### config.mk
export PLATFORM = sky130hd
export DESIGN_NAME = infix_to_three_address_code
export DESIGN_NICKNAME = d
export VERILOG_FILES = /design/src/hdl/i2tac_pkg.sv /design/src/hdl/i2tac_ctrl.sv /design/src/hdl/i2tac_dp.sv /design/src/hdl/infix_to_three_address_code.sv
export SDC_FILE = /design/constraint.sdc
export NUM_CORES = 1
export LEC_CHECK = 0
export ABC_AREA = 0
export BUFFER_PORTS_ARGS = -buffer_cell sky130_fd_sc_hd__buf_2
export CORE_ASPECT_RATIO = 1.1
export CORE_UTILIZATION = 45
export DETAILED_ROUTE_END_ITERATION = 7
export PLACE_DENSITY = 0.64
export REMOVE_ABC_BUFFERS = 1
export SLEW_MARGIN = 10
export SYNTH_ARGS = -nofsm -noshare
export SYNTH_HDL_FRONTEND = slang
export SYNTH_SLANG_ARGS = --single-unit
### constraint.sdc
create_clock -name clk -period 10.15 [get_ports clk]
set_clock_uncertainty 0.2 [all_clocks]
set_input_delay 2.03 -clock clk [delete_from_list [all_inputs] [get_ports clk]]
set_output_delay 2.03 -clock clk [all_outputs]
set_load 0.02 [all_outputs]
### src/hdl/i2tac_pkg.sv
// shared types, codes and defaults for the infix to three-address code block
`default_nettype none
package i2tac_pkg;

  // default stack depths
  localparam int OP_STACK_DEPTH_DEF    = 16;
  localparam int VALUE_STACK_DEPTH_DEF = 16;

  // token kinds
  localparam logic [2:0] REQ_OPERAND = 3'd0;
  localparam logic [2:0] REQ_OPEN    = 3'd1;
  localparam logic [2:0] REQ_CLOSE   = 3'd2;
  localparam logic [2:0] REQ_OPER    = 3'd3;
  localparam logic [2:0] REQ_END     = 3'd4;

  // instruction codes and the open paren mark on the operator stack
  localparam logic [2:0] OP_ADD     = 3'd0;
  localparam logic [2:0] OP_SUB     = 3'd1;
  localparam logic [2:0] OP_MUL     = 3'd2;
  localparam logic [2:0] OP_DIV     = 3'd3;
  localparam logic [2:0] OP_MOVE    = 3'd4;
  localparam logic [2:0] PAREN_MARK = 3'd4;

  // error codes
  localparam logic [1:0] ERR_NONE      = 2'd0;
  localparam logic [1:0] ERR_UNDERFLOW = 2'd1;
  localparam logic [1:0] ERR_OVERFLOW  = 2'd2;

  // input request
  typedef struct packed {
    logic [2:0]  req_type;
    logic [1:0]  operator_code;
    logic [31:0] operand_value;
    logic [15:0] target_var;
  } in_req_t;

  // result request
  typedef struct packed {
    logic [2:0]  instr_op;
    logic        dest_is_target;
    logic [15:0] dest_index;
    logic        left_is_temp;
    logic [31:0] left_value;
    logic        right_is_temp;
    logic [31:0] right_value;
    logic [1:0]  error_code;
    logic        last;
  } out_req_t;

  // controller states
  typedef enum logic [1:0] {
    ST_IDLE,
    ST_EXEC,
    ST_WAIT,
    ST_DONE
  } state_t;

  // one step of work chosen by the controller
  typedef enum logic [2:0] {
    ACT_NONE,
    ACT_PUSH_VAL,
    ACT_PUSH_OP,
    ACT_OVF,
    ACT_POP_APPLY,
    ACT_POP_PAREN,
    ACT_DROP_PAREN,
    ACT_MOVE
  } act_t;

  // controller to datapath
  typedef struct packed {
    logic load_tok;
    logic push_val;
    logic push_op;
    logic pop_op;
    logic apply;
    logic gen_ovf;
    logic gen_move;
    logic finish;
  } dp_cmd_t;

  // datapath to controller
  typedef struct packed {
    logic [2:0] tok_type;
    logic [1:0] tok_code;
    logic [2:0] op_top;
    logic       op_empty;
    logic       op_full;
    logic       val_full;
    logic       pend_valid;
    logic       out_free;
  } dp_sts_t;

endpackage
`default_nettype wire

### src/hdl/i2tac_ctrl.sv
// controller state machine: picks one stack step per pass and sequences results
`default_nettype none
module i2tac_ctrl
  import i2tac_pkg::*;
(
  input  wire logic    clk,
  input  wire logic    rst_n,
  input  wire logic    in_valid,
  output logic         in_ready,
  input  wire dp_sts_t sts,
  output dp_cmd_t      cmd
);

  state_t state_r, state_nxt;
  act_t   act;
  logic   top_paren;
  logic   top_binds;
  logic   needs_gen;
  logic   stall;

  // decode the step for the current token and stack tops
  always_comb begin
    top_paren = (sts.op_top == PAREN_MARK);
    // pop while the stacked operator binds at least as tight as the new one
    top_binds = !sts.op_empty && !top_paren && !(sts.tok_code[1] && !sts.op_top[1]);
    act = ACT_NONE;
    case (sts.tok_type)
      REQ_OPERAND: act = sts.val_full ? ACT_OVF : ACT_PUSH_VAL;
      REQ_OPEN:    act = sts.op_full ? ACT_OVF : ACT_PUSH_OP;
      REQ_CLOSE: begin
        if (sts.op_empty) act = ACT_NONE;
        else if (top_paren) act = ACT_POP_PAREN;
        else act = ACT_POP_APPLY;
      end
      REQ_OPER: begin
        if (top_binds) act = ACT_POP_APPLY;
        else if (sts.op_full) act = ACT_OVF;
        else act = ACT_PUSH_OP;
      end
      REQ_END: begin
        if (sts.op_empty) act = ACT_MOVE;
        else if (top_paren) act = ACT_DROP_PAREN;
        else act = ACT_POP_APPLY;
      end
      default: act = ACT_NONE;
    endcase
    needs_gen = (act == ACT_OVF) || (act == ACT_POP_APPLY) || (act == ACT_MOVE);
    // a new result displaces the staged one, which needs a free output register
    stall = sts.pend_valid && !sts.out_free;
  end

  // next state
  always_comb begin
    state_nxt = state_r;
    case (state_r)
      ST_IDLE: begin
        if (in_valid) state_nxt = ST_EXEC;
      end
      ST_EXEC: begin
        if (!(needs_gen && stall)) begin
          if (act == ACT_POP_APPLY || act == ACT_DROP_PAREN) state_nxt = ST_WAIT;
          else state_nxt = ST_DONE;
        end
      end
      ST_WAIT: state_nxt = ST_EXEC;
      ST_DONE: begin
        if (!stall) state_nxt = ST_IDLE;
      end
      default: state_nxt = ST_IDLE;
    endcase
  end

  // command outputs
  always_comb begin
    cmd      = '0;
    in_ready = 1'b0;
    case (state_r)
      ST_IDLE: begin
        in_ready     = 1'b1;
        cmd.load_tok = in_valid;
      end
      ST_EXEC: begin
        if (!(needs_gen && stall)) begin
          case (act)
            ACT_PUSH_VAL:   cmd.push_val = 1'b1;
            ACT_PUSH_OP:    cmd.push_op  = 1'b1;
            ACT_OVF:        cmd.gen_ovf  = 1'b1;
            ACT_POP_APPLY: begin
              cmd.pop_op = 1'b1;
              cmd.apply  = 1'b1;
            end
            ACT_POP_PAREN:  cmd.pop_op   = 1'b1;
            ACT_DROP_PAREN: cmd.pop_op   = 1'b1;
            ACT_MOVE:       cmd.gen_move = 1'b1;
            default:        cmd          = '0;
          endcase
        end
      end
      ST_DONE: begin
        cmd.finish = !stall;
      end
      default: cmd = '0;
    endcase
  end

  // state register
  always_ff @(posedge clk) begin
    if (!rst_n) begin
      state_r <= ST_IDLE;
    end else begin
      state_r <= state_nxt;
    end
  end

endmodule
`default_nettype wire

### src/hdl/i2tac_dp.sv
// datapath: operator and operand stacks, temp counter, result staging and output
`default_nettype none
module i2tac_dp
  import i2tac_pkg::*;
#(
  parameter int OP_DEPTH  = OP_STACK_DEPTH_DEF,
  parameter int VAL_DEPTH = VALUE_STACK_DEPTH_DEF
) (
  input  wire logic    clk,
  input  wire logic    rst_n,
  input  wire in_req_t in_data,
  input  wire logic    out_ready,
  input  wire dp_cmd_t cmd,
  output dp_sts_t      sts,
  output logic         out_valid,
  output out_req_t     out_data
);

  localparam int OAW = (OP_DEPTH > 1) ? $clog2(OP_DEPTH) : 1;
  localparam int OCW = $clog2(OP_DEPTH + 1);
  localparam int VAW = (VAL_DEPTH > 1) ? $clog2(VAL_DEPTH) : 1;
  localparam int VCW = $clog2(VAL_DEPTH + 1);

  // stack memories, unreset
  logic [2:0]  op_mem  [OP_DEPTH];
  logic [32:0] val_mem [VAL_DEPTH];

  in_req_t     tok_r;
  logic [OCW-1:0] op_cnt_r, op_cnt_nxt;
  logic [VCW-1:0] val_cnt_r, val_cnt_nxt;
  logic [15:0] temp_r, temp_nxt;
  logic [2:0]  op_top_r;
  logic [32:0] val_top_r;
  logic [32:0] val_sec_r;
  out_req_t    pend_r, pend_nxt;
  logic        pend_valid_r, pend_valid_nxt;
  out_req_t    out_r, out_nxt;
  logic        out_valid_r, out_valid_nxt;

  logic [OAW-1:0] op_top_addr;
  logic [OAW-1:0] op_wr_addr;
  logic [2:0]     op_wr_data;
  logic [VAW-1:0] val_top_addr;
  logic [VAW-1:0] val_sec_addr;
  logic [VAW-1:0] val_wr_addr;
  logic [32:0]    val_wr_data;
  logic           val_we;
  logic           val_lt2;
  logic           val_empty;
  logic           gen;
  logic           out_load;
  out_req_t       res;

  // stack addresses and flags
  always_comb begin
    op_top_addr  = OAW'(op_cnt_r - OCW'(1));
    op_wr_addr   = OAW'(op_cnt_r);
    op_wr_data   = (tok_r.req_type == REQ_OPEN) ? PAREN_MARK : {1'b0, tok_r.operator_code};
    val_top_addr = VAW'(val_cnt_r - VCW'(1));
    val_sec_addr = VAW'(val_cnt_r - VCW'(2));
    val_lt2      = (val_cnt_r < VCW'(2));
    val_empty    = (val_cnt_r == '0);
    val_we       = cmd.push_val || (cmd.apply && !val_lt2);
    val_wr_addr  = cmd.push_val ? VAW'(val_cnt_r) : val_sec_addr;
    val_wr_data  = cmd.push_val ? {1'b0, tok_r.operand_value} : {1'b1, 16'd0, temp_r};
  end

  // operator stack memory, registered read of the top
  always_ff @(posedge clk) begin
    if (cmd.push_op) op_mem[op_wr_addr] <= op_wr_data;
    op_top_r <= op_mem[op_top_addr];
  end

  // operand stack memory, registered reads of the top two
  always_ff @(posedge clk) begin
    if (val_we) val_mem[val_wr_addr] <= val_wr_data;
    val_top_r <= val_mem[val_top_addr];
    val_sec_r <= val_mem[val_sec_addr];
  end

  // result built by the current step
  always_comb begin
    res = '0;
    if (cmd.gen_ovf) begin
      res.error_code = ERR_OVERFLOW;
    end else if (cmd.apply) begin
      res.instr_op = op_top_r;
      if (val_lt2) begin
        res.error_code = ERR_UNDERFLOW;
      end else begin
        res.dest_index    = temp_r;
        res.left_is_temp  = val_sec_r[32];
        res.left_value    = val_sec_r[31:0];
        res.right_is_temp = val_top_r[32];
        res.right_value   = val_top_r[31:0];
      end
    end else if (cmd.gen_move) begin
      res.instr_op       = OP_MOVE;
      res.dest_is_target = 1'b1;
      res.dest_index     = tok_r.target_var;
      if (val_empty) begin
        res.error_code = ERR_UNDERFLOW;
      end else begin
        res.left_is_temp = val_top_r[32];
        res.left_value   = val_top_r[31:0];
      end
    end
    gen = cmd.gen_ovf || cmd.apply || cmd.gen_move;
  end

  // counts and temp counter
  always_comb begin
    op_cnt_nxt  = op_cnt_r;
    val_cnt_nxt = val_cnt_r;
    temp_nxt    = temp_r;
    if (cmd.gen_move) begin
      op_cnt_nxt  = '0;
      val_cnt_nxt = '0;
    end else begin
      if (cmd.push_op) op_cnt_nxt = op_cnt_r + OCW'(1);
      else if (cmd.pop_op) op_cnt_nxt = op_cnt_r - OCW'(1);
      if (cmd.push_val) val_cnt_nxt = val_cnt_r + VCW'(1);
      else if (cmd.apply && !val_lt2) val_cnt_nxt = val_cnt_r - VCW'(1);
    end
    if (cmd.apply && !val_lt2) temp_nxt = temp_r + 16'd1;
  end

  // staged result moves out when a newer one arrives or the request finishes
  always_comb begin
    pend_nxt       = pend_r;
    pend_valid_nxt = pend_valid_r;
    out_load       = (gen || cmd.finish) && pend_valid_r;
    out_nxt        = out_r;
    out_valid_nxt  = out_valid_r && !out_ready;
    if (out_load) begin
      out_nxt       = pend_r;
      out_nxt.last  = cmd.finish;
      out_valid_nxt = 1'b1;
    end
    if (gen) begin
      pend_nxt       = res;
      pend_valid_nxt = 1'b1;
    end else if (cmd.finish) begin
      pend_valid_nxt = 1'b0;
    end
  end

  // control registers
  always_ff @(posedge clk) begin
    if (!rst_n) begin
      op_cnt_r     <= '0;
      val_cnt_r    <= '0;
      temp_r       <= '0;
      pend_valid_r <= 1'b0;
      out_valid_r  <= 1'b0;
    end else begin
      op_cnt_r     <= op_cnt_nxt;
      val_cnt_r    <= val_cnt_nxt;
      temp_r       <= temp_nxt;
      pend_valid_r <= pend_valid_nxt;
      out_valid_r  <= out_valid_nxt;
    end
  end

  // payload registers
  always_ff @(posedge clk) begin
    if (cmd.load_tok) tok_r <= in_data;
    pend_r <= pend_nxt;
    out_r  <= out_nxt;
  end

  // status to the controller
  always_comb begin
    sts.tok_type   = tok_r.req_type;
    sts.tok_code   = tok_r.operator_code;
    sts.op_top     = op_top_r;
    sts.op_empty   = (op_cnt_r == '0);
    sts.op_full    = (op_cnt_r == OCW'(OP_DEPTH));
    sts.val_full   = (val_cnt_r == VCW'(VAL_DEPTH));
    sts.pend_valid = pend_valid_r;
    sts.out_free   = !out_valid_r || out_ready;
  end

  assign out_valid = out_valid_r;
  assign out_data  = out_r;

endmodule
`default_nettype wire

### src/hdl/infix_to_three_address_code.sv
// top level: infix token stream to three-address instructions
// Tokens of an infix expression enter on in_valid/in_ready with in_data; each
// request is one token. Instructions leave on out_valid/out_ready with
// out_data, and out_data.last marks the final instruction a token causes.
// Tokens are handled one at a time. A token that touches the stacks once
// (operand, open paren, push of an operator) is accepted in the idle state,
// updates the stacks in the exec state and releases the staged instruction
// in the done state; in_ready is high again once the block returns to idle.
// Each operator popped and applied, and each open paren dropped by an end
// token, adds a pass through the exec state, which updates the stacks, and
// the wait state, for the registered stack memory read of the new tops;
// the open paren matched by a close paren needs no wait state.
// An instruction is staged when built and moves to the output register when
// the next one is built or the token ends, which sets its last flag.
// A result may wait in the output register while the next token is accepted.
// If the receiver stalls, work stops at the next instruction that needs the
// output register; nothing is dropped. Reset (rst_n low, synchronous) empties
// both stacks, zeroes the temp counter and clears out_valid; stack memories
// are not cleared and need no clearing pass.
`default_nettype none
module infix_to_three_address_code
  import i2tac_pkg::*;
#(
  parameter int OP_STACK_DEPTH    = OP_STACK_DEPTH_DEF,
  parameter int VALUE_STACK_DEPTH = VALUE_STACK_DEPTH_DEF
) (
  input  wire logic    clk,
  input  wire logic    rst_n,
  input  wire logic    in_valid,
  output logic         in_ready,
  input  wire in_req_t in_data,
  output logic         out_valid,
  input  wire logic    out_ready,
  output out_req_t     out_data
);

  dp_cmd_t cmd;
  dp_sts_t sts;

  // controller
  i2tac_ctrl u_ctrl (
    .clk      (clk),
    .rst_n    (rst_n),
    .in_valid (in_valid),
    .in_ready (in_ready),
    .sts      (sts),
    .cmd      (cmd)
  );

  // datapath
  i2tac_dp #(
    .OP_DEPTH  (OP_STACK_DEPTH),
    .VAL_DEPTH (VALUE_STACK_DEPTH)
  ) u_dp (
    .clk       (clk),
    .rst_n     (rst_n),
    .in_data   (in_data),
    .out_ready (out_ready),
    .cmd       (cmd),
    .sts       (sts),
    .out_valid (out_valid),
    .out_data  (out_data)
  );

`ifndef SYNTHESIS
  // one token at a time: no acceptance right after an acceptance
  a_one_token: assert property (@(posedge clk) disable iff (!rst_n)
    (in_valid && in_ready) |=> !in_ready)
    else $error("token accepted while previous token in progress");

  // nothing stays staged once the block is ready for a token
  a_pend_flushed: assert property (@(posedge clk) disable iff (!rst_n)
    in_ready |-> !sts.pend_valid)
    else $error("staged instruction left behind");

  // a staged instruction never overwrites a stalled output
  a_no_overwrite: assert property (@(posedge clk) disable iff (!rst_n)
    (out_valid && !out_ready) |->
      !(sts.pend_valid && (cmd.finish || cmd.apply || cmd.gen_ovf || cmd.gen_move)))
    else $error("output overwritten while stalled");
`endif

endmodule
`default_nettype wire
==> metrics <==
Hold Path End=u_dp.out_data[43]; Cell Area, Synth=37000 um^2; DR WL/cell=27.7 um; largest family of logic cells by synthesized area=multiplexers; peak supply drop=0.225 mV; grt met2 use=33.1%; largest net degree at the start of global routing=94; Yosys Warn Count=0; clk sinks=905; # H-tree levels=3; post-CTS sizing=0; Fill cells=6204; FMAX=164 MHz; Comb power frac=20.4%; DIE AREA=83500 um^2; met3 GRT Util=3.40%; busiest grt layer=met2; crit end category=register; post-synthesis mux area share=21.1%; Congestion Overflow GR=0; Slew @ Worst Pin=1.16 ns; clock slew at reported path FFs=0.07 ns; compound-gate portion of the synthesized area=2.54%; initial detailed-routing violation count=1960; clk_lat worst skew=0.65 ns; slowest cell delay on critical path=0.74 ns; CTS tree=done; starting density of the core=45.8%; Clock Tree Buf Depth=3; Final period util=60.2%; clock network fraction of design power=35.2%; DRC viols=0; EDFF count, synth=806; #FFs+latches synth=905; met1 Track Usage GR=29.8%; RSZ-0062 raised after global routing=no; buffers and inverters on the worst path=4; top post-synthesis cells by area=edfxtp_1, mux4_2, dfxtp_1; CP required=10.23 ns; async set-reset flop share out of synthesis=0%; top cell type's share of synthesized area=65.4%; Placer Congestion=0.847; Cell Pwr Density=234 nW/um^2; initial antenna violation count=2; # IOs=148; DRT Wirelength=85400 um; Max Cap Viol=0; Final Hold Fails=0; Post-Synth Adder-Cell Area=0.372%; Distinct cells, synth=58; vias in the first global route=19605; Post-CTS Setup Inserts=0; LEAKAGE=0.0140 uW; R2R cell count=12; ant diodes=0; Die Y=303 um; FP Rows=109; CP Max Fanout=51; Synth Instances=1779; hpwl dp=48500 um; Startpoint Class=register; TritonCTS Buffers=91; Layout Nets=2018; data arrival time of the worst path=6.19 ns; Power Total=9910 uW; DRT antenna net count=0; area leader, netlist=edfxtp_1; syn avg cell area=20.8 um^2; Syn-to-layout area delta=14.1%; CTS root buffer=clkbuf_16; crit-path cells=inv_2 -> ha_4 -> nor3b_1 -> a21oi_1 -> a2111o_1 -> and4_2 -> buf_4 -> inv_2 -> mux2i_1 -> a21oi_2 -> nor3_2 -> buf_4; worst hold start=u_dp.pend_r[43]; RR Endpoint=u_dp.val_mem[10][26]; CTS Hold Buffers Added=0; status=complete, no violations; DR pass1 iterations=5; layout cells sized above 1=35.7%; Reg power frac=44.3%; final setup TNS=0 ns; vias=18842; Final Max Tran Viols=0; R2R Path Start=u_dp.val_cnt_r[0]; switch share=26.1%; CP delay by family, top=buffers and inverters; crit path time final=6.11 ns; switching power total=2590 uW; Synth Area in XOR/XNOR=0.449%; post-DR vias/cell=6.12; WHS Path Cells=0; Synth Area in Simple Gates=3.42%; I/O Buffers=147; critical setup path kind=reg2reg; Slowest cell on crit path=nor3_2; register area share after synthesis=70.7%; GRT Resource Usage Total=20.9%; Hold/Removal Path Class=reg2reg; r2r setup slk=4.04 ns; Pint=7320 uW; Max-slew headroom=22.2%; first-pass GRT wire length=127000 um; die width=276 um; Top FF cell, synth=edfxtp_1; core area=80900 um^2; Final Setup Violations=0
-- synthesized netlist by cell type, drive strengths merged (2+ instances only) --
| master | instances |
|---|---|
| o21a | 3 |
| o2111ai | 2 |
| nand2b | 6 |
| xor2 | 4 |
| o32a | 2 |
| a2111oi | 2 |
| a22o | 49 |
| o21ai | 15 |
| nand3 | 10 |
| clkbuf | 89 |
| nor4 | 7 |
| nand2 | 70 |
| and2 | 21 |
| nor3 | 29 |
| a211oi | 2 |
| mux4 | 345 |
| and3 | 39 |
| nand4 | 4 |
| a21o | 4 |
| or3 | 7 |
| a21oi | 24 |
| nor3b | 6 |
| inv | 15 |
| buf | 24 |
| ha | 11 |
| edfxtp | 806 |
| mux2i | 5 |
| nor2 | 38 |
| xnor2 | 15 |
| nor2b | 7 |
| dfxtp | 99 |
-- sequential cells by signal, indices dropped and copies added (netlist names), 2 cells and up --
signal / flops
u_dp.sts: 5
u_ctrl.state_r: 2
u_dp.op_mem: 48
u_dp.val_mem: 528
u_dp.op_top_r: 3
u_dp.val_cnt_r: 5
u_dp.val_top_r: 33
u_dp.pend_r: 88
u_dp.val_sec_r: 33
u_dp.op_cnt_r: 5
u_dp.tok_r: 48
u_dp.temp_r: 16
u_dp.out_data: 89
-- layer usage --
metal  wire, um  vias to the layer above
li1           -                     7853
met1      36400                    10042
met2      40800                      800
met3       5990                      147
met4       2150                        0
met5          0                        -
-- placed cells by master (no fill, tap or decap), types with 13 or more instances in the layout --
master,netlist,final
nand2_1,70,70
bufinv_16,0,15
a21oi_1,22,21
inv_1,13,13
xnor2_1,15,13
o21ai_0,13,13
buf_2,7,147
edfxtp_1,806,806
a22o_1,49,49
mux4_2,345,345
dfxtp_1,99,97
buf_4,0,43
nor3_2,1,17
and3_1,39,39
clkbuf_16,0,92
nor2_1,38,35
clkinv_2,0,25
and2_1,20,19
-- worst max-delay path by stage --
stage	to	cells after the start	from	slack, ns
after floorplan	u_dp.out_data[0]	8	u_dp.val_cnt_r[0]	-6.05
after global placement	u_dp.val_mem[8][21]	12	u_dp.val_cnt_r[0]	4.14
after detailed placement	u_dp.val_mem[10][23]	12	u_dp.val_cnt_r[0]	4.06
after CTS	u_dp.val_mem[10][9]	12	u_dp.val_cnt_r[0]	3.99
after global routing	u_dp.val_mem[6][9]	12	u_dp.op_cnt_r[0]	3.63
final	u_dp.val_mem[10][26]	12	u_dp.val_cnt_r[0]	4.04
-- power by group through the flow --
stage	logic [uW]	registers (uW)	clock network, uW
after global routing	2150	4410	3700
after floorplan	1710	4490	0
after detailed placement	2060	4470	0
after CTS	2070	4390	3560
after global placement	2060	4460	0
final	2030	4390	3490
-- final cells by class --
type | count | area [um^2] | area share (%)
repair buffers | 191 | 1080 | 2.55
multi-input cells | 746 | 10500 | 24.8
flip-flops and latches | 905 | 26200 | 62.0
inverters | 15 | 56.3 | 0.133
clock inverters | 62 | 759 | 1.80
well taps | 1054 | 1320 | 3.12
clock buffers | 105 | 2360 | 5.59
-- stage by stage --
stage | area (um^2) | cells | hold slack (ns) | utilization, % | worst slack (ns)
after floorplan | 36600 | 1666 | 0.200 | - | -6.05
after global placement | 39100 | 2911 | 0.201 | 48.4 | 4.14
after detailed placement | 39100 | 2911 | 0.205 | 48.4 | 4.06
after CTS | 42300 | 3078 | 0.199 | 52.3 | 3.99
after global routing | 42300 | 3078 | 0.221 | 52.3 | 3.63
final | 42300 | 3078 | 0.210 | 52.3 | 4.04
-- cell families after synthesis --
kind of cell,after synthesis
xor gates and xnor gates,19
muxes,350
AOI/OAI and AO/OA,117
buffers and inverters,128
adders and majority gates,11
and+or+nand+nor,249
DFF,905
Power figures use the tool's default switching activity.
